## src/hdl/pixel_replicate_upscaler_assert.svh

```systemverilog
// ----------------------------------------------------------------------------
// Pixel replicate upscaler assertion macros
// Shared concurrent assertion forms used by the upscaler modules.
// ----------------------------------------------------------------------------
`ifndef PIXEL_REPLICATE_UPSCALER_ASSERT_SVH
`define PIXEL_REPLICATE_UPSCALER_ASSERT_SVH

// Same-cycle implication, disabled during reset.
`define PRU_ASSERT_SAME(label, clk, rst, ante, cons) \
   label: assert property (@(posedge clk) disable iff (rst) (ante) |-> (cons)) \
      else $error("assertion failed in %m");

// Next-cycle implication, disabled during reset.
`define PRU_ASSERT_NEXT(label, clk, rst, ante, cons) \
   label: assert property (@(posedge clk) disable iff (rst) (ante) |=> (cons)) \
      else $error("assertion failed in %m");

`endif

```

## src/hdl/pru_pkg.sv

```systemverilog
// ----------------------------------------------------------------------------
// Pixel replicate upscaler package
// Shared types, codes and sizing constants.
// ----------------------------------------------------------------------------
package pru_pkg;

   localparam int DEFAULT_MAX_WIDTH = 1024;

   // comparison width for widths and row counters (holds 8192 + 1)
   localparam int CMP_W = 14;

   localparam int CSR_DATA_W = 13;
   localparam int CSR_IDX_W  = 2;

   localparam logic [CSR_IDX_W-1:0] CSR_SCALE_FACTOR  = 2'd0;
   localparam logic [CSR_IDX_W-1:0] CSR_SOURCE_WIDTH  = 2'd1;
   localparam logic [CSR_IDX_W-1:0] CSR_SOURCE_HEIGHT = 2'd2;

   localparam logic [6:0]  MAX_FACTOR = 7'd100;
   localparam logic [12:0] MAX_HEIGHT = 13'd4096;

   localparam logic REQ_PUSH = 1'b0;
   localparam logic REQ_TICK = 1'b1;

   localparam logic [1:0] STATUS_ACCEPTED  = 2'd0;
   localparam logic [1:0] STATUS_PIXEL     = 2'd1;
   localparam logic [1:0] STATUS_NOT_READY = 2'd2;
   localparam logic [1:0] STATUS_REFUSED   = 2'd3;

   // output queue sizing
   localparam int OUTQ_DEPTH = 3;
   localparam int OUTQ_PTR_W = 2;

   typedef struct packed {
      logic [7:0] red;
      logic [7:0] green;
      logic [7:0] blue;
   } pixel_type;

   typedef struct packed {
      logic [1:0] status;
      logic       line_end;
      logic [1:0] pad_bytes;
      logic       image_end;
   } rsp_meta_type;

   typedef struct packed {
      rsp_meta_type meta;
      pixel_type    pixel;
   } outq_entry_type;

   typedef struct packed {
      logic      wr_en;
      logic      rd_en;
      pixel_type wdata;
   } mem_cmd_type;

endpackage

```

## src/hdl/pru_out_fifo.sv

```systemverilog
// ----------------------------------------------------------------------------
// Result queue
// Three-entry queue that holds finished results until the consumer takes them.
// ----------------------------------------------------------------------------
`include "pixel_replicate_upscaler_assert.svh"

module pru_out_fifo
   import pru_pkg::*;
(
   input  logic                  clock,
   input  logic                  reset,
   input  logic                  push,
   input  outq_entry_type        push_entry,
   input  logic                  pop,
   output outq_entry_type        head,
   output logic [OUTQ_PTR_W-1:0] count
);

   localparam logic [OUTQ_PTR_W-1:0] LAST_PTR = OUTQ_PTR_W'(OUTQ_DEPTH - 1);
   localparam logic [OUTQ_PTR_W-1:0] FULL_CNT = OUTQ_PTR_W'(OUTQ_DEPTH);

   outq_entry_type        entries_ff [OUTQ_DEPTH];
   logic [OUTQ_PTR_W-1:0] wr_ptr_ff, wr_ptr_in;
   logic [OUTQ_PTR_W-1:0] rd_ptr_ff, rd_ptr_in;
   logic [OUTQ_PTR_W-1:0] count_ff, count_in;

   always_comb begin
      wr_ptr_in = wr_ptr_ff;
      rd_ptr_in = rd_ptr_ff;
      count_in  = count_ff;
      if (push) begin
         wr_ptr_in = (wr_ptr_ff == LAST_PTR) ? '0 : wr_ptr_ff + OUTQ_PTR_W'(1);
      end
      if (pop) begin
         rd_ptr_in = (rd_ptr_ff == LAST_PTR) ? '0 : rd_ptr_ff + OUTQ_PTR_W'(1);
      end
      if (push && !pop) begin
         count_in = count_ff + OUTQ_PTR_W'(1);
      end else if (pop && !push) begin
         count_in = count_ff - OUTQ_PTR_W'(1);
      end
   end

   always_ff @(posedge clock) begin
      if (reset) begin
         wr_ptr_ff <= '0;
         rd_ptr_ff <= '0;
         count_ff  <= '0;
      end else begin
         wr_ptr_ff <= wr_ptr_in;
         rd_ptr_ff <= rd_ptr_in;
         count_ff  <= count_in;
      end
   end

   always_ff @(posedge clock) begin
      if (push) begin
         entries_ff[wr_ptr_ff] <= push_entry;
      end
   end

   assign head  = entries_ff[rd_ptr_ff];
   assign count = count_ff;

   `PRU_ASSERT_SAME(a_no_overflow, clock, reset, push && count_ff == FULL_CNT, pop)
   `PRU_ASSERT_SAME(a_empty_ptrs_match, clock, reset, count_ff == '0, wr_ptr_ff == rd_ptr_ff)
   `PRU_ASSERT_NEXT(a_head_holds, clock, reset, !pop && count_ff != '0, $stable(head))

endmodule

```

## config.mk

```make
export PLATFORM = sky130hd
export DESIGN_NAME = pru_out_fifo
export DESIGN_NICKNAME = d
export VERILOG_FILES = /design/src/hdl/pru_pkg.sv /design/src/hdl/pru_out_fifo.sv
export VERILOG_INCLUDE_DIRS = /design/src /design/src/hdl
export SDC_FILE = /design/constraint.sdc
export NUM_CORES = 1
export LEC_CHECK = 0
export BUFFER_PORTS_ARGS = -buffer_cell sky130_fd_sc_hd__buf_2
export CAP_MARGIN = 15
export CELL_PAD_IN_SITES_DETAIL_PLACEMENT = 1
export CELL_PAD_IN_SITES_GLOBAL_PLACEMENT = 1
export CORE_ASPECT_RATIO = 0.5
export CORE_MARGIN = 1.5
export CORE_UTILIZATION = 41
export DETAILED_ROUTE_END_ITERATION = 12
export PLACE_DENSITY = 0.74
export SLEW_MARGIN = 20
export SYNTH_ARGS = -nofsm -noshare
export SYNTH_HDL_FRONTEND = slang
export SYNTH_SLANG_ARGS = --single-unit
```

## constraint.sdc

```tcl
create_clock -name clock -period 3.6 [get_ports clock]
set_input_delay 0.9 -clock clock [delete_from_list [all_inputs] [get_ports clock]]
set_output_delay 0.9 -clock clock [all_outputs]
set_load 0.05 [all_outputs]
```

-- Word-level counts from Yosys, hierarchy flattened
Memory sizes are Yosys's and may differ from the RTL's. A register that Yosys moved wholly into a read port is not among the register bits.
Cells that the tools add are included.
- flip-flop bits (word level): 6
- RAM bits: 90
- memories kept: 1
- word-level logic and storage cells: 23
- memories (name ; words ; width ; read ports ; clocked after Yosys merged registers in ; wr ports ; line ; source):
    entries_ff ; 3 ; 30 ; 1 ; 1 ; 1 ; pru_out_fifo.sv:22 ; outq_entry_type entries_ff [OUTQ_DEPTH];
- reduce and logical (&&, ||, !) cells: 5
- add/sub/neg operators: 4
- multiplexer cells: 8
- equality and inequality tests: 2
- operator list (operator ; number):
    2-bit two-way mux ; 6
    2-bit by 1-bit adder with 2-bit output, second input constant ; 3
    2-bit equality test, second input constant ; 2
    1-bit logical AND ; 2
    1-bit logical NOT ; 2
    1-bit two-way mux ; 2
    2-bit nonzero test ; 1
    2-bit by 1-bit subtractor with 2-bit output, second input constant ; 1

-- Longest topological paths before layout
Gate-level depths: netlist of the first run.
- depth in word-level cells: 4
- mapped depth: 5
- mapped depth without buffers: 5

-- Worst setup path after synthesis of the first run
Ideal clock, no wire load.
- path kind: in2reg
- from: in push
- to: mem entries_ff[0][0] in the netlist's numbering, enable pin
- arrival: 3.180 ns
- path buffers: 0
- path slack: -0.044 ns
- required time: 3.137 ns
- stages: 1
- cells stage by stage: nor3b_1
- longest elaborated chain between the ends: 2
- RTL lines (item ; line ; source):
    start, declared ; pru_out_fifo.sv:12 ; input logic push,
    1-bit two-way mux ; pru_out_fifo.sv:57 ; if (push) begin
    1-bit two-way mux (implied by the code) ; pru_out_fifo.sv:58 ; entries_ff[wr_ptr_ff] <= push_entry;
    end, declared ; pru_out_fifo.sv:22 ;
No other way between the ends.

==> results.txt, run 1 <==
Setup Skew -> 5.85 ps
Clk slew on worst S/H paths -> 70 ps
Outcome -> completed
Drt initial violations -> 98
Netlist cell types -> 18
Vias in the first global route -> 2229
Wire per inst -> 16.9 microns
DRC -> 0
Worst EP required -> 2700 ps
Number of I/O pins -> 66
Starting Density -> 0.420
Die height -> 69.5 microns
CP Class -> flop to output pin
IO buf count -> 65
Leak -> 0.00154 uW
Slew at the pin closest to its max-slew limit -> 983 ps
Max VDD drop -> 0.000274 V
Top post-synthesis cells by area -> edfxtp_1 74%, mux2i_1 8.3%, dfxtp_1 4.4%
Grt ovf -> 0
CTS Root Cell -> clkbuf_16
Core box area -> 8650 sq um
Synth Net Count -> 258
Min setup slack post-route -> 627 ps
DP Area -> 4090 sq um
CTS tree -> yes
Vias/cell -> 4.86
GRT Util Overall -> 0.160
Antenna Cells -> 0
Final worst path period need -> 2970 ps
Crit path arrival time -> 2070 ps
Tcrit/Tclk final -> 0.826
Gpl congestion -> 0.698
Final net count -> 325
Top cell type's share of synthesized area -> 0.745
Maximum clock rate -> 336 MHz
Die area -> 9460 sq um
RSZ-0062 raised after global routing -> no
Crit path capture type -> output pin
Largest net degree at the start of global routing -> 61
CTS Sinks -> 98
Switching Fraction -> 0.263
Hold crit path type -> flop to flop
Final Hold Fails -> 0
Placement Rows -> 24
Avg Cell Area, Syn -> 16.3 sq um
Global-route wire length before repair -> 11200 microns
MaxCap Viol Count -> 0
Hpwl dp -> 4420 microns
Synth Register Bits -> 98
Vias -> 2001
Setup bufs post-CTS -> 0
Rel. slew slack -> 0.343
Clk pwr share -> 0.364
Pwr per Cell Area -> 597 nW/um^2
Share of layout cells above drive strength 1 -> 0.298
Drt first pass iters -> 4
Slew Limit Fails -> 0
Setup TNS -> 0 ps
Routed WL -> 6980 microns
CP Max Fanout -> 17
H-tree depth -> 3
Clk buf depth -> 2
Final setup vio count -> 0
Combinational share of power -> 0.128
Commonest non-fill, non-tap cells in the layout -> 90 x edfxtp_1, 65 x buf_2, 33 x nand2_1
DP Worst Slack -> 978 ps
# hold bufs at CTS -> 0
Clock buffer count from CTS -> 9
Post_cts resized -> 0
Fin Hold WS -> 502 ps
Cells after Synth -> 223
Final ANT Viol Nets -> 0
Synth warn -> 0
Initial antenna violation count -> 0
Fill count -> 864
Largest area contributor in the netlist -> edfxtp_1
Psw -> 689 uW
Worst skew pair latency -> 340 ps
Post-Syn Area -> 3630 sq um
Die Wd -> 136 microns
Seq/Total Area, Yosys -> 0.789
Final instance area -> 4390 sq um
Crit start category -> flop
Register share of total power -> 0.508
Leading cell type in the layout, fill and taps excluded -> edfxtp_1
P&R area growth vs syn -> 21.0%
Int Pwr -> 1930 uW
==> power by group through the flow <==
| stage | sequential [uW] | clock [uW] | combinational (uW) |
|---|---|---|---|
| global route | 1340 | 1010 | 357 |
| finish | 1330 | 954 | 336 |
| global placement | 1350 | 0 | 330 |
| detailed placement | 1360 | 0 | 339 |
| floorplan | 1350 | 0 | 242 |
| CTS | 1330 | 973 | 340 |
==> path summary, 6_finish.rpt <==
check | start | depth (start not counted) | slack (ps) | endpoint
worst max register to register | wr_ptr_ff[1]$_SDFFE_PP0P_ | 2 | 1830 | entries_ff[2][21]$_DFFE_PP_
worst min register to register | rd_ptr_ff[1]$_SDFFE_PP0P_ | 2 | 500 | flop
worst max-delay path | flop | 4 | 630 | head[13]
worst min-delay path | rd_ptr_ff[1]$_SDFFE_PP0P_ | 2 | 500 | flop
==> final cells by class <==
class                      instances  area [sq um]  share of cell area
inverter                           2          7.51             0.00171
sequential                        98          2870               0.652
clock inverter                     6          72.6              0.0165
timing repair buffer              67           353              0.0803
clock buffer                      10           229              0.0521
multi-input combinational        112           718               0.164
tap                              117           146              0.0333
==> Yosys cell counts <==
| master | instances |
|---|---|
| inv_1 | 2 |
| edfxtp_1 | 90 |
| or3_1 | 1 |
| nor3b_1 | 2 |
| dfxtp_1 | 8 |
| ha_1 | 1 |
| buf_6 | 3 |
| clkbuf_1 | 6 |
| buf_2 | 2 |
| mux2_2 | 1 |
| o21ai_1 | 2 |
| o21ai_0 | 29 |
| mux2i_1 | 30 |
| nand2_1 | 33 |
| nor2_1 | 6 |
| nand3b_1 | 1 |
| xor2_1 | 2 |
| a21oi_1 | 4 |
==> worst max-delay path: stages (launching register included) <==
cell and delay, ps:
dfxtp_2 660, buf_4 390, mux2i_1 120, o21ai_0 230, buf_2 320
==> cells by family (layout without fill, tap and decap cells) <==
| family | Yosys count | count (layout) | synth area share |
|---|---|---|---|
| AOI/OAI and AO/OA | 35 | 35 | 0.0483 |
| xor gates and xnor gates | 2 | 2 | 0.00483 |
| adders and majority gates | 1 | 1 | 0.00345 |
| buffers and inverters | 13 | 85 | 0.0203 |
| DFF | 98 | 98 | 0.789 |
| muxes | 31 | 31 | 0.0859 |
| and+or+nand+nor | 43 | 43 | 0.0483 |
==> flip-flops by register name (all words and copies together), names as in the netlist, named ones only <==
signal / flops
rd_ptr_ff: 2
wr_ptr_ff: 2
entries_ff: 90
count: 2
==> layer usage <==
metal / routed length [microns] / global-route usage / up-vias
met5: 0 / 0 / -
met4: 76 / 0.0556 / 0
met3: 271 / 0.0541 / 7
met2: 3780 / 0.287 / 36
met1: 2850 / 0.178 / 993
li1: - / - / 965
==> through the flow <==
stage | utilization | std cells | power (uW)
2_1_floorplan | - | 223 | 1590
3_3_place_gp | 0.473 | 396 | 1680
3_5_place_dp | 0.473 | 396 | 1700
4_1_cts | 0.508 | 412 | 2650
5_1_grt | 0.508 | 412 | 2700
6_report | 0.508 | 412 | 2620
No activity file was read; power rests on OpenSTA's default activity.
==> run 2, diff against run 1 <==
Settings changed: CORE_UTILIZATION 41 to 44, PLACE_DENSITY 0.74 to 0.75.
Clock period 3.6 ns to 3.1 ns, I/O delays scaled along.
==> run 2 against run 1 <==
  * Cell count fell by 0.24%
  * Largest power group unchanged
  * Critical path depth is the same
  * Sequential share of layout area grew 0.24 points
  * Register-to-register slack worse by 200 ps
  * First-iteration DRC count grew 20%
  * Clock power is 1% higher
  * Non-clock buffer count grew 4
  * Count of clock-buffer cells in the layout is 1 lower
  * Total power grew 11%
  * Utilization grew 3.9 points
  * Critical path type unchanged
==> results.txt, run 2 (same netlist as run 1, synthesis figures left out) <==
Crit path arrival time -> 1760 ps
IO buf count -> 65
RSZ-0062 raised after global routing -> no
Busiest grt layer -> met2
Hold Crit Depth -> 2
Setup Skew -> 2.72 ps
Largest net degree at the start of global routing -> 32
DRC -> 0
GRT Util Overall -> 0.179
Die area -> 8830 sq um
Drt first pass iters -> 4
Hold Path End -> count[1]$_SDFFE_PP0P_
Routing usage on met2 -> 0.333
Max reg flops -> 90
CTS Sinks -> 98
Maximum clock rate -> 395 MHz
FF-to-FF path depth -> 3
Leading cell type in the layout, fill and taps excluded -> edfxtp_1
CP top delay family -> flip-flops
H-tree depth -> 3
Drt initial violations -> 118
CP Class -> flop to output pin
Vias in the first global route -> 2193
Final setup vio count -> 0
Crit path largest cell delay -> 620 ps
Hold crit path type -> flop to flop
CTS Root Cell -> clkbuf_16
R2R Setup Slk -> 1630 ps
Die Wd -> 131 microns
Met3 GRT Util -> 0.0631
CP Max Fanout -> 28
Final worst path period need -> 2530 ps
Final net count -> 329
Crit start category -> flop
Clk buf depth -> 2
Routed WL -> 7200 microns
Min-delay src -> count[1]$_SDFFE_PP0P_
Post_cts resized -> 0
Worst skew pair latency -> 330 ps
Max VDD drop -> 0.000324 V
CTS tree -> yes
Starting Density -> 0.454
Fill count -> 816
WP buf/inv -> 2
Clk slew on worst S/H paths -> 60 ps
Antenna Cells -> 0
MaxCap Viol Count -> 0
Slowest cell on the critical path -> dfxtp_2
Leak -> 0.00155 uW
Setup TNS -> 0 ps
Largest register by flop count -> entries_ff
RR Endpoint -> entries_ff[2][5]$_DFFE_PP_
P&R area growth vs syn -> 20.6%
DP Area -> 4110 sq um
Tcrit/Tclk final -> 0.818
Grt ovf -> 0
Routing usage on met1 -> 0.189
Core Util, Final -> 0.547
Outcome -> completed
Vias/cell -> 4.93
Rel. slew slack -> 0.689
Commonest non-fill, non-tap cells in the layout -> 90 x edfxtp_1, 65 x buf_2, 33 x nand2_1
Final instance area -> 4380 sq um
Gpl congestion -> 0.685
Initial antenna violation count -> 0
Die height -> 67.2 microns
Number of I/O pins -> 66
Placement Rows -> 23
Cell breakdown of the critical path -> buf_4 -> nand2_1 -> o21ai_0 -> buf_2
Share of layout cells above drive strength 1 -> 0.301
Final ANT Viol Nets -> 0
Slew at the pin closest to its max-slew limit -> 466 ps
Slew Limit Fails -> 0
Pwr per Cell Area -> 664 nW/um^2
Clock buffer count from CTS -> 9
Final Hold Fails -> 0
Hpwl dp -> 4710 microns
Crit path capture type -> output pin
Setup bufs post-CTS -> 0
Core box area -> 8000 sq um
Worst EP required -> 2320 ps
RR Startpoint -> wr_ptr_ff[1]$_SDFFE_PP0P_
Global-route wire length before repair -> 11300 microns
Wire per inst -> 17.5 microns
# hold bufs at CTS -> 0
Vias -> 2026
run 2: layer usage:
metal,up-vias,share of wire
li1,969,-
met1,1005,0.40
met2,41,0.54
met3,11,0.042
met4,0,0.021
met5,-,0
run 2: worst max path at each step:
stage	start	endpoint	slack, ps	cells past startpoint
4_1_cts	flop	head[9]	530	4
3_5_place_dp	flop	head[9]	910	4
3_3_place_gp	flop	head[24]	980	4
5_1_grt	flop	head[1]	430	4
2_1_floorplan	flop	head[0]	570	4
6_report	flop	head[9]	570	4
run 2: layout make-up:
class	instances	area, sq um	share of cell area
clock buffer	9	225	0.0515
clock inverter	7	36.3	0.00829
inverter	2	7.51	0.00172
multi-input combinational	112	718	0.164
sequential	98	2870	0.655
tap	112	140	0.0320
timing repair buffer	71	383	0.0875
run 2: tightest hold or removal path: stages (launching register included):
cell and delay (ps):
dfxtp_1 320, o21ai_0 70, a21oi_1 60
run 2: through the flow:
stage	power, uW	cells	worst slack [ps]	hold slack (ps)
floorplan	1850	223	570	454
global placement	1960	395	979	462
detailed placement	1970	395	910	490
CTS	2940	411	527	498
global route	3010	411	431	538
finish	2910	411	566	488
run 2: power breakdown:
part / switching, uW / internal [uW] / total (uW) / leakage, uW
clock network: 435 / 531 / 967 / 0.000124
registers: 29.2 / 1510 / 1540 / 0.000899
logic: 299 / 102 / 401 / 0.000523
total: 764 / 2140 / 2910 / 0.00155
