`config.mk`:
```
export PLATFORM = sky130hd
export DESIGN_NAME = pru_ctrl
export DESIGN_NICKNAME = d
export VERILOG_FILES = /design/src/hdl/pru_pkg.sv /design/src/hdl/pru_ctrl.sv
export VERILOG_INCLUDE_DIRS = /design/src /design/src/hdl
export SDC_FILE = /design/constraint.sdc
export NUM_CORES = 1
export LEC_CHECK = 0
export BUFFER_PORTS_ARGS = -buffer_cell sky130_fd_sc_hd__clkbuf_2
export CORE_UTILIZATION = 35
export CTS_CLUSTER_SIZE = 8
export DETAILED_ROUTE_END_ITERATION = 10
export MAX_ROUTING_LAYER = met4
export PLACE_DENSITY = 0.58
export SYNTH_ARGS = -nofsm -noshare
export SYNTH_HDL_FRONTEND = slang
export SYNTH_SLANG_ARGS = --single-unit
export TNS_END_PERCENT = 100
```
`constraint.sdc`:
```
create_clock -name clock -period 4 [get_ports clock]
set_clock_uncertainty 0.15 [all_clocks]
set_input_delay 0 -clock clock [delete_from_list [all_inputs] [get_ports clock]]
set_output_delay 0 -clock clock [all_outputs]
set_load 0.03 [all_outputs]
```
`src/hdl/pixel_replicate_upscaler_assert.svh`:
```
// ----------------------------------------------------------------------------
// Pixel replicate upscaler assertion macros
// Shared concurrent assertion forms used by the upscaler modules.
// ----------------------------------------------------------------------------
`ifndef PIXEL_REPLICATE_UPSCALER_ASSERT_SVH
`define PIXEL_REPLICATE_UPSCALER_ASSERT_SVH

// Same-cycle implication, disabled during reset.
`define PRU_ASSERT_SAME(label, clk, rst, ante, cons) \
   label: assert property (@(posedge clk) disable iff (rst) (ante) |-> (cons)) \
      else $error("assertion failed in %m");

// Next-cycle implication, disabled during reset.
`define PRU_ASSERT_NEXT(label, clk, rst, ante, cons) \
   label: assert property (@(posedge clk) disable iff (rst) (ante) |=> (cons)) \
      else $error("assertion failed in %m");

`endif

```
`src/hdl/pru_pkg.sv`:
```
// ----------------------------------------------------------------------------
// Pixel replicate upscaler package
// Shared types, codes and sizing constants.
// ----------------------------------------------------------------------------
package pru_pkg;

   localparam int DEFAULT_MAX_WIDTH = 1024;

   // comparison width for widths and row counters (holds 8192 + 1)
   localparam int CMP_W = 14;

   localparam int CSR_DATA_W = 13;
   localparam int CSR_IDX_W  = 2;

   localparam logic [CSR_IDX_W-1:0] CSR_SCALE_FACTOR  = 2'd0;
   localparam logic [CSR_IDX_W-1:0] CSR_SOURCE_WIDTH  = 2'd1;
   localparam logic [CSR_IDX_W-1:0] CSR_SOURCE_HEIGHT = 2'd2;

   localparam logic [6:0]  MAX_FACTOR = 7'd100;
   localparam logic [12:0] MAX_HEIGHT = 13'd4096;

   localparam logic REQ_PUSH = 1'b0;
   localparam logic REQ_TICK = 1'b1;

   localparam logic [1:0] STATUS_ACCEPTED  = 2'd0;
   localparam logic [1:0] STATUS_PIXEL     = 2'd1;
   localparam logic [1:0] STATUS_NOT_READY = 2'd2;
   localparam logic [1:0] STATUS_REFUSED   = 2'd3;

   // output queue sizing
   localparam int OUTQ_DEPTH = 3;
   localparam int OUTQ_PTR_W = 2;

   typedef struct packed {
      logic [7:0] red;
      logic [7:0] green;
      logic [7:0] blue;
   } pixel_type;

   typedef struct packed {
      logic [1:0] status;
      logic       line_end;
      logic [1:0] pad_bytes;
      logic       image_end;
   } rsp_meta_type;

   typedef struct packed {
      rsp_meta_type meta;
      pixel_type    pixel;
   } outq_entry_type;

   typedef struct packed {
      logic      wr_en;
      logic      rd_en;
      pixel_type wdata;
   } mem_cmd_type;

endpackage

```
`src/hdl/pru_ctrl.sv`:
```
// ----------------------------------------------------------------------------
// Upscaler control
// Configuration registers, fill and replicate counters, result metadata stage.
// ----------------------------------------------------------------------------
`include "pixel_replicate_upscaler_assert.svh"

module pru_ctrl
   import pru_pkg::*;
#(
   parameter int  MAX_WIDTH = DEFAULT_MAX_WIDTH,
   localparam int ADDR_W    = (MAX_WIDTH > 1) ? $clog2(MAX_WIDTH) : 1
) (
   input  logic                  clock,
   input  logic                  reset,
   input  logic                  csr_write_en,
   input  logic [CSR_IDX_W-1:0]  csr_index,
   input  logic [CSR_DATA_W-1:0] csr_wdata,
   input  logic                  req_fire,
   input  logic                  req_type,
   input  pixel_type             req_pixel,
   output mem_cmd_type           mem_cmd,
   output logic [ADDR_W-1:0]     mem_waddr,
   output logic [ADDR_W-1:0]     mem_raddr,
   output logic                  s1_valid,
   output rsp_meta_type          s1_meta
);

   logic [6:0]  scale_ff, scale_in;
   logic [10:0] width_ff, width_in;
   logic [12:0] height_ff, height_in;

   logic [ADDR_W-1:0] fill_ff, fill_in;
   logic [ADDR_W-1:0] rd_idx_ff, rd_idx_in;
   logic              row_ready_ff, row_ready_in;
   logic [6:0]        horiz_ff, horiz_in;
   logic [6:0]        vert_ff, vert_in;
   logic [11:0]       src_row_ff, src_row_in;

   logic         s1_valid_ff;
   rsp_meta_type s1_meta_ff, s1_meta_in;

   logic [6:0]       f_eff;
   logic [CMP_W-1:0] w_eff;
   logic [12:0]      h_eff;
   logic [3:0]       pad_prod;
   logic             last_fill, last_h, last_px, last_v, last_row;

   // config write
   always_comb begin
      scale_in  = scale_ff;
      width_in  = width_ff;
      height_in = height_ff;
      if (csr_write_en) begin
         case (csr_index)
            CSR_SCALE_FACTOR:  scale_in  = csr_wdata[6:0];
            CSR_SOURCE_WIDTH:  width_in  = csr_wdata[10:0];
            CSR_SOURCE_HEIGHT: height_in = csr_wdata[12:0];
            default:           ;
         endcase
      end
   end

   // clamp registers to their working ranges
   always_comb begin
      if (scale_ff == 7'd0) begin
         f_eff = 7'd1;
      end else if (scale_ff > MAX_FACTOR) begin
         f_eff = MAX_FACTOR;
      end else begin
         f_eff = scale_ff;
      end

      if (width_ff == 11'd0) begin
         w_eff = CMP_W'(1);
      end else if (CMP_W'(width_ff) > CMP_W'(MAX_WIDTH)) begin
         w_eff = CMP_W'(MAX_WIDTH);
      end else begin
         w_eff = CMP_W'(width_ff);
      end

      if (height_ff == 13'd0) begin
         h_eff = 13'd1;
      end else if (height_ff > MAX_HEIGHT) begin
         h_eff = MAX_HEIGHT;
      end else begin
         h_eff = height_ff;
      end
   end

   // line padding: (4 - 3*w*f mod 4) mod 4 reduces to w*f mod 4
   assign pad_prod = {2'b00, w_eff[1:0]} * {2'b00, f_eff[1:0]};

   assign last_fill = (CMP_W'(fill_ff) + CMP_W'(1)) >= w_eff;
   assign last_px   = (CMP_W'(rd_idx_ff) + CMP_W'(1)) >= w_eff;
   assign last_h    = ({1'b0, horiz_ff} + 8'd1) >= {1'b0, f_eff};
   assign last_v    = ({1'b0, vert_ff} + 8'd1) >= {1'b0, f_eff};
   assign last_row  = ({1'b0, src_row_ff} + 13'd1) >= h_eff;

   always_comb begin
      fill_in      = fill_ff;
      rd_idx_in    = rd_idx_ff;
      row_ready_in = row_ready_ff;
      horiz_in     = horiz_ff;
      vert_in      = vert_ff;
      src_row_in   = src_row_ff;
      s1_meta_in   = '0;
      mem_cmd      = '0;
      mem_cmd.wdata = req_pixel;

      if (req_fire) begin
         if (req_type == REQ_PUSH) begin
            if (row_ready_ff) begin
               s1_meta_in.status = STATUS_REFUSED;
            end else begin
               mem_cmd.wr_en     = 1'b1;
               s1_meta_in.status = STATUS_ACCEPTED;
               if (last_fill) begin
                  fill_in      = '0;
                  row_ready_in = 1'b1;
                  rd_idx_in    = '0;
                  horiz_in     = '0;
                  vert_in      = '0;
               end else begin
                  fill_in = fill_ff + ADDR_W'(1);
               end
            end
         end else if (!row_ready_ff) begin
            s1_meta_in.status = STATUS_NOT_READY;
         end else begin
            mem_cmd.rd_en        = 1'b1;
            s1_meta_in.status    = STATUS_PIXEL;
            s1_meta_in.line_end  = last_h && last_px;
            s1_meta_in.pad_bytes = (last_h && last_px) ? pad_prod[1:0] : 2'd0;
            s1_meta_in.image_end = last_h && last_px && last_v && last_row;
            // advance horizontal repeat, then pixel, then vertical repeat
            if (!last_h) begin
               horiz_in = horiz_ff + 7'd1;
            end else begin
               horiz_in = '0;
               if (!last_px) begin
                  rd_idx_in = rd_idx_ff + ADDR_W'(1);
               end else begin
                  rd_idx_in = '0;
                  if (!last_v) begin
                     vert_in = vert_ff + 7'd1;
                  end else begin
                     vert_in      = '0;
                     row_ready_in = 1'b0;
                     src_row_in   = last_row ? 12'd0 : src_row_ff + 12'd1;
                  end
               end
            end
         end
      end
   end

   always_ff @(posedge clock) begin
      if (reset) begin
         scale_ff     <= 7'd1;
         width_ff     <= 11'd1;
         height_ff    <= 13'd1;
         fill_ff      <= '0;
         rd_idx_ff    <= '0;
         row_ready_ff <= 1'b0;
         horiz_ff     <= '0;
         vert_ff      <= '0;
         src_row_ff   <= '0;
         s1_valid_ff  <= 1'b0;
      end else begin
         scale_ff     <= scale_in;
         width_ff     <= width_in;
         height_ff    <= height_in;
         fill_ff      <= fill_in;
         rd_idx_ff    <= rd_idx_in;
         row_ready_ff <= row_ready_in;
         horiz_ff     <= horiz_in;
         vert_ff      <= vert_in;
         src_row_ff   <= src_row_in;
         s1_valid_ff  <= req_fire;
      end
   end

   always_ff @(posedge clock) begin
      if (req_fire) begin
         s1_meta_ff <= s1_meta_in;
      end
   end

   assign mem_waddr = fill_ff;
   assign mem_raddr = rd_idx_ff;
   assign s1_valid  = s1_valid_ff;
   assign s1_meta   = s1_meta_ff;

   `PRU_ASSERT_NEXT(a_push_refused, clock, reset, req_fire && req_type == REQ_PUSH && row_ready_ff, s1_valid_ff && s1_meta_ff.status == STATUS_REFUSED)
   `PRU_ASSERT_SAME(a_fill_idle_when_ready, clock, reset, row_ready_ff, fill_ff == '0)
   `PRU_ASSERT_SAME(a_image_end_on_line_end, clock, reset, s1_valid_ff && s1_meta_ff.image_end, s1_meta_ff.line_end && s1_meta_ff.status == STATUS_PIXEL)

endmodule

```
# After elaboration in Yosys (flattened, before gate mapping)
# Index checks and enable logic that the tools add are counted.
[totals] reg_bits=85 inputBits=44 output_inout_bits=53
[op_classes] add_sub_neg=10 mul=1 n_lt_le_gt_ge=8 eq_ne=6 muxes=39 bitwise_logic=2 n_reduce_logical=18
[op_table] operator="$mux W7" n=12
[op_table] operator="$mux W10" n=7
[op_table] operator="$ge A11 B14 Y1" n=2
[op_table] operator="$mux W13" n=2
[op_table] operator="$add A10 B1 Y11 const B" n=2
[op_table] operator="$mux W11" n=2
[op_table] operator="$add A10 B1 Y10 const B" n=2
[op_table] operator="$add A7 B1 Y8 const B" n=2
[op_table] operator="$ge A8 B7 Y1" n=2
[op_table] operator="$add A7 B1 Y7 const B" n=2
[op_table] operator="$add A12 B1 Y13 const B" n=1
[op_table] operator="$ge A13 B13 Y1" n=1
[op_table] operator="$gt A13 B13 Y1 const B" n=1
[op_table] operator="$logic_not A13 Y1" n=1
[op_table] operator="$add A12 B1 Y12 const B" n=1
[op_table] operator="$mux W12" n=1
[op_table] operator="$reduce_and A6 Y1" n=2
[op_table] operator="$gt A11 B11 Y1 const B" n=1
[op_table] operator="$logic_not A11 Y1" n=1
[op_table] operator="$mux W1" n=11
[op_table] operator="$mux W2" n=4
[op_table] operator="$reduce_and A2 Y1" n=4
[op_table] operator="$gt A7 B7 Y1 const B" n=1
[op_table] operator="$logic_not A7 Y1" n=1
[op_table] operator="12 further kinds" n=18

# Logic depth before layout (Yosys ltp)
[depth] word_depth=9 mapped_depth=16 depth_no_buf=14

# Least setup slack after synthesis
# No wires, ideal clock.
[synth_timing] path_kind="register to register" from="reg fill_ff[2] (netlist: mem_waddr[2])" to="reg rd_idx_ff[8] (netlist: mem_raddr[8])" arrival_time_ns=3.246 required_ns=3.728 slack_ns=0.482 stages_incl_launch_ff=13 n_path_buf=1 period_less_slack_ns=3.518 path_cell_list="dfxtp_1 -> nand3_1 -> or3_1 -> nor2_1 -> xor2_1 -> ha_1 -> nand2_1 -> o31ai_1 -> a21oi_1 -> a31o_2 -> clkbuf_1 -> nor2_1 -> a221o_1"
[synth_via] elab_chain_len=4
[synth_rtl] element="start, declared" line_no="pru_ctrl.sv:32" source="logic [ADDR_W-1:0] fill_ff, fill_in;"
[synth_rtl] element="start signal, assigned" line_no="pru_ctrl.sv:173" source="fill_ff <= fill_in;"
[synth_rtl] element="$add A10 B1 Y11" line_no="pru_ctrl.sv:93" source="assign last_fill = (CMP_W'(fill_ff) + CMP_W'(1)) >= w_eff;"
[synth_rtl] element="$ge A11 B14 Y1" line_no="pru_ctrl.sv:93"
[synth_rtl] element="$reduce_bool A2 Y1 (no line)"
[synth_rtl] element="$reduce_and A5 Y1 (no line)"
[synth_rtl] element="end signal, assigned" line_no="pru_ctrl.sv:174" source="rd_idx_ff <= rd_idx_in;"
[synth_rtl] element="end, declared" line_no="pru_ctrl.sv:33" source="logic [ADDR_W-1:0] rd_idx_ff, rd_idx_in;"
# No other way between the ends.
# A chain may end at the register's enable or synchronous reset.

# Worst setup path in the final report
[layout_timing] from="reg fill_ff[2] (netlist: mem_waddr[2])" to="reg fill_ff[4] (netlist: mem_waddr[4])"
[layout_via] elab_chain_len=3
[layout_rtl] element="$add A10 B1 Y11" line_no="pru_ctrl.sv:93"
[layout_rtl] element="$ge A11 B14 Y1" line_no="pru_ctrl.sv:93"
[layout_rtl] element="$mux W10 *" line_no="pru_ctrl.sv:117" source="if (last_fill) begin"
# Every way passes the cells marked *; elsewhere a longest branch is shown, timed or not.

==> results by group <==
Status
  – Status: finished clean

Synthesis
  – Synthesized cell area: 5620 µm²
  – Number of flops mapped to enable cells by yosys: 6
  – Syn Area/Cell: 8.48 µm²
  – Mapped Cells: about 660
  – Top FF cell, synth: dfxtp_1
  – Seq cells post-synth: 85
  – Count of cell types in the netlist: 74
  – Syn nets: between 700 and 800
  – Mux share of post-synthesis cell area: 3.41%
  – Xor and xnor fraction of the mapped netlist area: ~5.8%
  – Yosys warns: 0
  – Fraction of registers with async set/reset: 0%
  – Adder-Cell Fraction of Synth Area: between 10% and 20%
  – Seq/Total Area, Yosys: a little under a third
  – Compound-Gate Fraction of Synth Area: 16.9%
  – Largest family of logic cells by synthesized area: simple AND/OR/NAND/NOR gates
  – Simple-gate share of the synthesized area: approximately a quarter

Critical path
  – WP data arrival: just under 4 ns
  – WP data required: between 4 and 5 ns
  – Critical path startpoint category: flip-flop
  – Worst-path cell chain: nand3_1 > or3_1 > nor2_1 > xor2_1 > ha_1 > nand2_1 > o31ai_1 > a21oi_1 > nand3_1 > or4_2 > o31ai_1
  – Slowest stage delay, CP: 0.60 ns
  – R2R cell count: 11
  – WS Path Type: reg2reg
  – Worst-path fanout max: 9
  – Crit. End Element: flip-flop
  – CP max-delay cell: or4_2

STA
  – Final setup viols: 0
  – Final worst slack: 0.185 ns
  – Slew Limit Fails: 0
  – Worst-Margin Slew: just under 0.8 ns
  – Slew headroom: between 40% and 50%
  – Final worst path period share: between 90% and 100%
  – Post-layout min period: 3.81 ns
  – RSZ-0062 raised after global routing: no
  – Final setup TNS: 0 ns
  – Final hold vios: 0
  – Max Clock Freq: between 200 and 300 MHz

Cells and area
  – Final cell count without fillers: ~940
  – Commonest non-fill, non-tap cells in the layout: nand2_1 (91), dfxtp_1 (79), ha_1 (56)
  – Area delta synth->final: 17.6%
  – Fraction of layout cells with a size suffix above 1: roughly an eighth
  – Post-Layout Inst Area: between 6000 and 7000 µm²
  – Multi-input gate area: ~3500 µm²
  – # diodes: 0
  – Nets: 821
  – FF+latch area: ~1800 µm²
  – Layout Utilization: between 40% and 50%
  – Commonest non-fill, non-tap cell in the layout: nand2_1
  – Layout fillers: between 1,500 and 2,000

Clock tree
  – Setup bufs post-CTS: 0
  – Clk Latency, worst-skew pair: 0.35 ns
  – CTS tree: done
  – Clock root cell: clkbuf_16
  – Hold buffer count at cts: 39
  – Clk slew on worst S/H paths: 0.07 ns
  – Num CTS Buffers: 9
  – Resize count post-CTS: 0
  – CTS H-tree lvls: 3
  – Sink Count: 85
  – CTS max path bufs: 2

Route
  – ANT nets after route: 0
  – Routed wire per std cell: about 15 µm
  – DR WL met2: between 6000 and 7000 µm
  – Iteration-0 DRC Markers: approximately 270
  – Met3 Routed Length: 689 µm
  – Total wire length: around 14,000 µm
  – First-pass iteration count of the detailed router: 5
  – M1 wire length: between 6000 and 7000 µm
  – Highest metal used: met4
  – Mean number of vias per cell: between 5 and 6
  – Vias: ~5,000
  – DRC: 0

Power and ir drop
  – Clk pwr share: a little over two fifths
  – Switching part of the total power: a little over a quarter
  – Peak VDD IR: roughly 0.00029 V
  – Seq pwr share: between 40% and 50%
  – Psw: between 0.0005 and 0.0006 W
  – Static leakage: between 2 and 3 nW
  – Combinational power share: roughly 15%
  – Cell-internal power: roughly 0.0016 W
  – PwrDens: 328 nW/µm²

Global routing
  – Antenna violations before repair: 0
  – Number of global-route vias before repair: roughly 4,700
  – First-pass GRT wire length: around 23,000 µm
  – GRT Util Overall: a little under a fifth
  – Largest net degree at the start of global routing: 27
  – GRT overflow: 0

Floorplanning
  – # rows: 45
  – Die ar.: roughly 17,000 µm²
  – Core ar.: around 15,000 µm²
  – Die width: 129 µm
  – I/O pins: 97
  – Die Ht: around 130 µm
  – Starting Density: between 30% and 40%

Placement
  – DP Area: 5890 µm²
  – I/O Buffers: 48
  – Pre-CTS setup slack: just under 0.3 ns
  – Cells after DPL: approximately 900
  – Routability congestion estimate: 0.859
  – Post-DP HPWL: 10,700 µm

Job
  – Max-cap violations: 0

Hold path
  – Worst Hold Path Cells: 5
  – Worst Hold Class: in2reg
## worst max-delay path: cells and delay by family (launching register included)
family          cells  cell delay (ns)
simple gates        6             1.87
fa+ha+maj           1             0.27
xor+xnor            1             0.25
flops               1             0.45
compound gates      3             0.72
## path summary, 6_finish.rpt
check,startpoint,slack (ns),to
min reg2reg,height_ff[0],0.32,height_ff[0]
max reg2reg,mem_waddr[2],0.19,mem_waddr[4]
min,csr_index[0],0.04,scale_ff[0]
max,mem_waddr[2],0.19,mem_waddr[4]
## synthesized netlist by cell type, types with 3 or more instances
cell	instances	area, µm²
and3_2	5	37.5
dfxtp_1	79	1580
o31ai_1	9	67.6
nor3b_1	4	30.0
xnor2_1	20	175
clkbuf_1	15	56.3
a21o_1	6	45.0
o21a_1	3	22.5
nor3_1	14	70.1
o21bai_1	6	45.0
or3b_2	4	35.0
o311ai_0	4	35.0
nand3b_1	3	22.5
nand2b_1	12	75.1
or2_2	3	18.8
a31oi_1	7	43.8
edfxtp_1	6	180
nand4_1	3	18.8
ha_1	56	701
xor2_1	13	114
and2_1	3	18.8
a21oi_1	50	250
nand3_1	31	155
buf_1	4	15.0
mux2i_1	18	180
nand2_1	91	342
inv_1	13	48.8
o21ai_0	14	70.1
nor4_1	9	56.3
a32o_1	5	50.1
a311oi_1	5	43.8
nor2b_1	4	25.0
nor2_1	48	180
a2111oi_0	3	26.3
or3_1	7	43.8
and4_1	3	26.3
and3_1	15	93.8
buf_4	25	188
## cell families (layout without fill, tap and decap cells)
family                   after synthesis  in the layout
multiplexers                          19             19
adder cells (fa/ha/maj)               56             56
AND/OR/NAND/NOR                      268            268
XOR/XNOR                              35             35
flip-flops                            85             85
buffers and inverters                 62            124
AO/OA/AOI/OAI                        138            138
## per-stage QoR
step | hold WS [ns] | total power, W
global route | 0.0809 | 0.00226
CTS | 0.0403 | 0.00219
detailed placement | -0.150 | 0.00118
floorplan | -0.0375 | 0.00114
global placement | -0.150 | 0.00118
finish | 0.0433 | 0.00217
## routing by layer
layer / vias up / global-route usage, %
met5: - / -
met4: 0 / 4.64
met3: 16 / 3.33
met2: 145 / 29.5
met1: 2354 / 23.0
li1: 2504 / -
## registers in the layout, indices dropped and copies added (netlist names), 7 cells and up
name        cells
mem_waddr      10
horiz_ff        7
src_row_ff     12
scale_ff        7
width_ff       11
vert_ff         7
mem_raddr      10
height_ff      13
## power by group through the flow
stage	Sequential (W)	Combinational, W	Clock, W
2_1_floorplan	0.000919	0.000219	0
3_3_place_gp	0.000911	0.000265	0
3_5_place_dp	0.000912	0.000269	0
4_1_cts	0.000893	0.000328	0.000968
5_1_grt	0.000896	0.000358	0.00100
6_report	0.000893	0.000327	0.000949
## area by class of cell
| class | count | share of cell area (%) |
|---|---|---|
| Tap cell | 211 | 4.00 |
| Timing Repair Buffer | 95 | 10.5 |
| Sequential cell | 85 | 26.7 |
| Clock buffer | 10 | 3.79 |
| Inverter | 14 | 0.795 |
| Multi-Input combinational cell | 516 | 53.1 |
| Clock inverter | 5 | 1.23 |
Note: power is estimated with default switching activity, not from simulation.
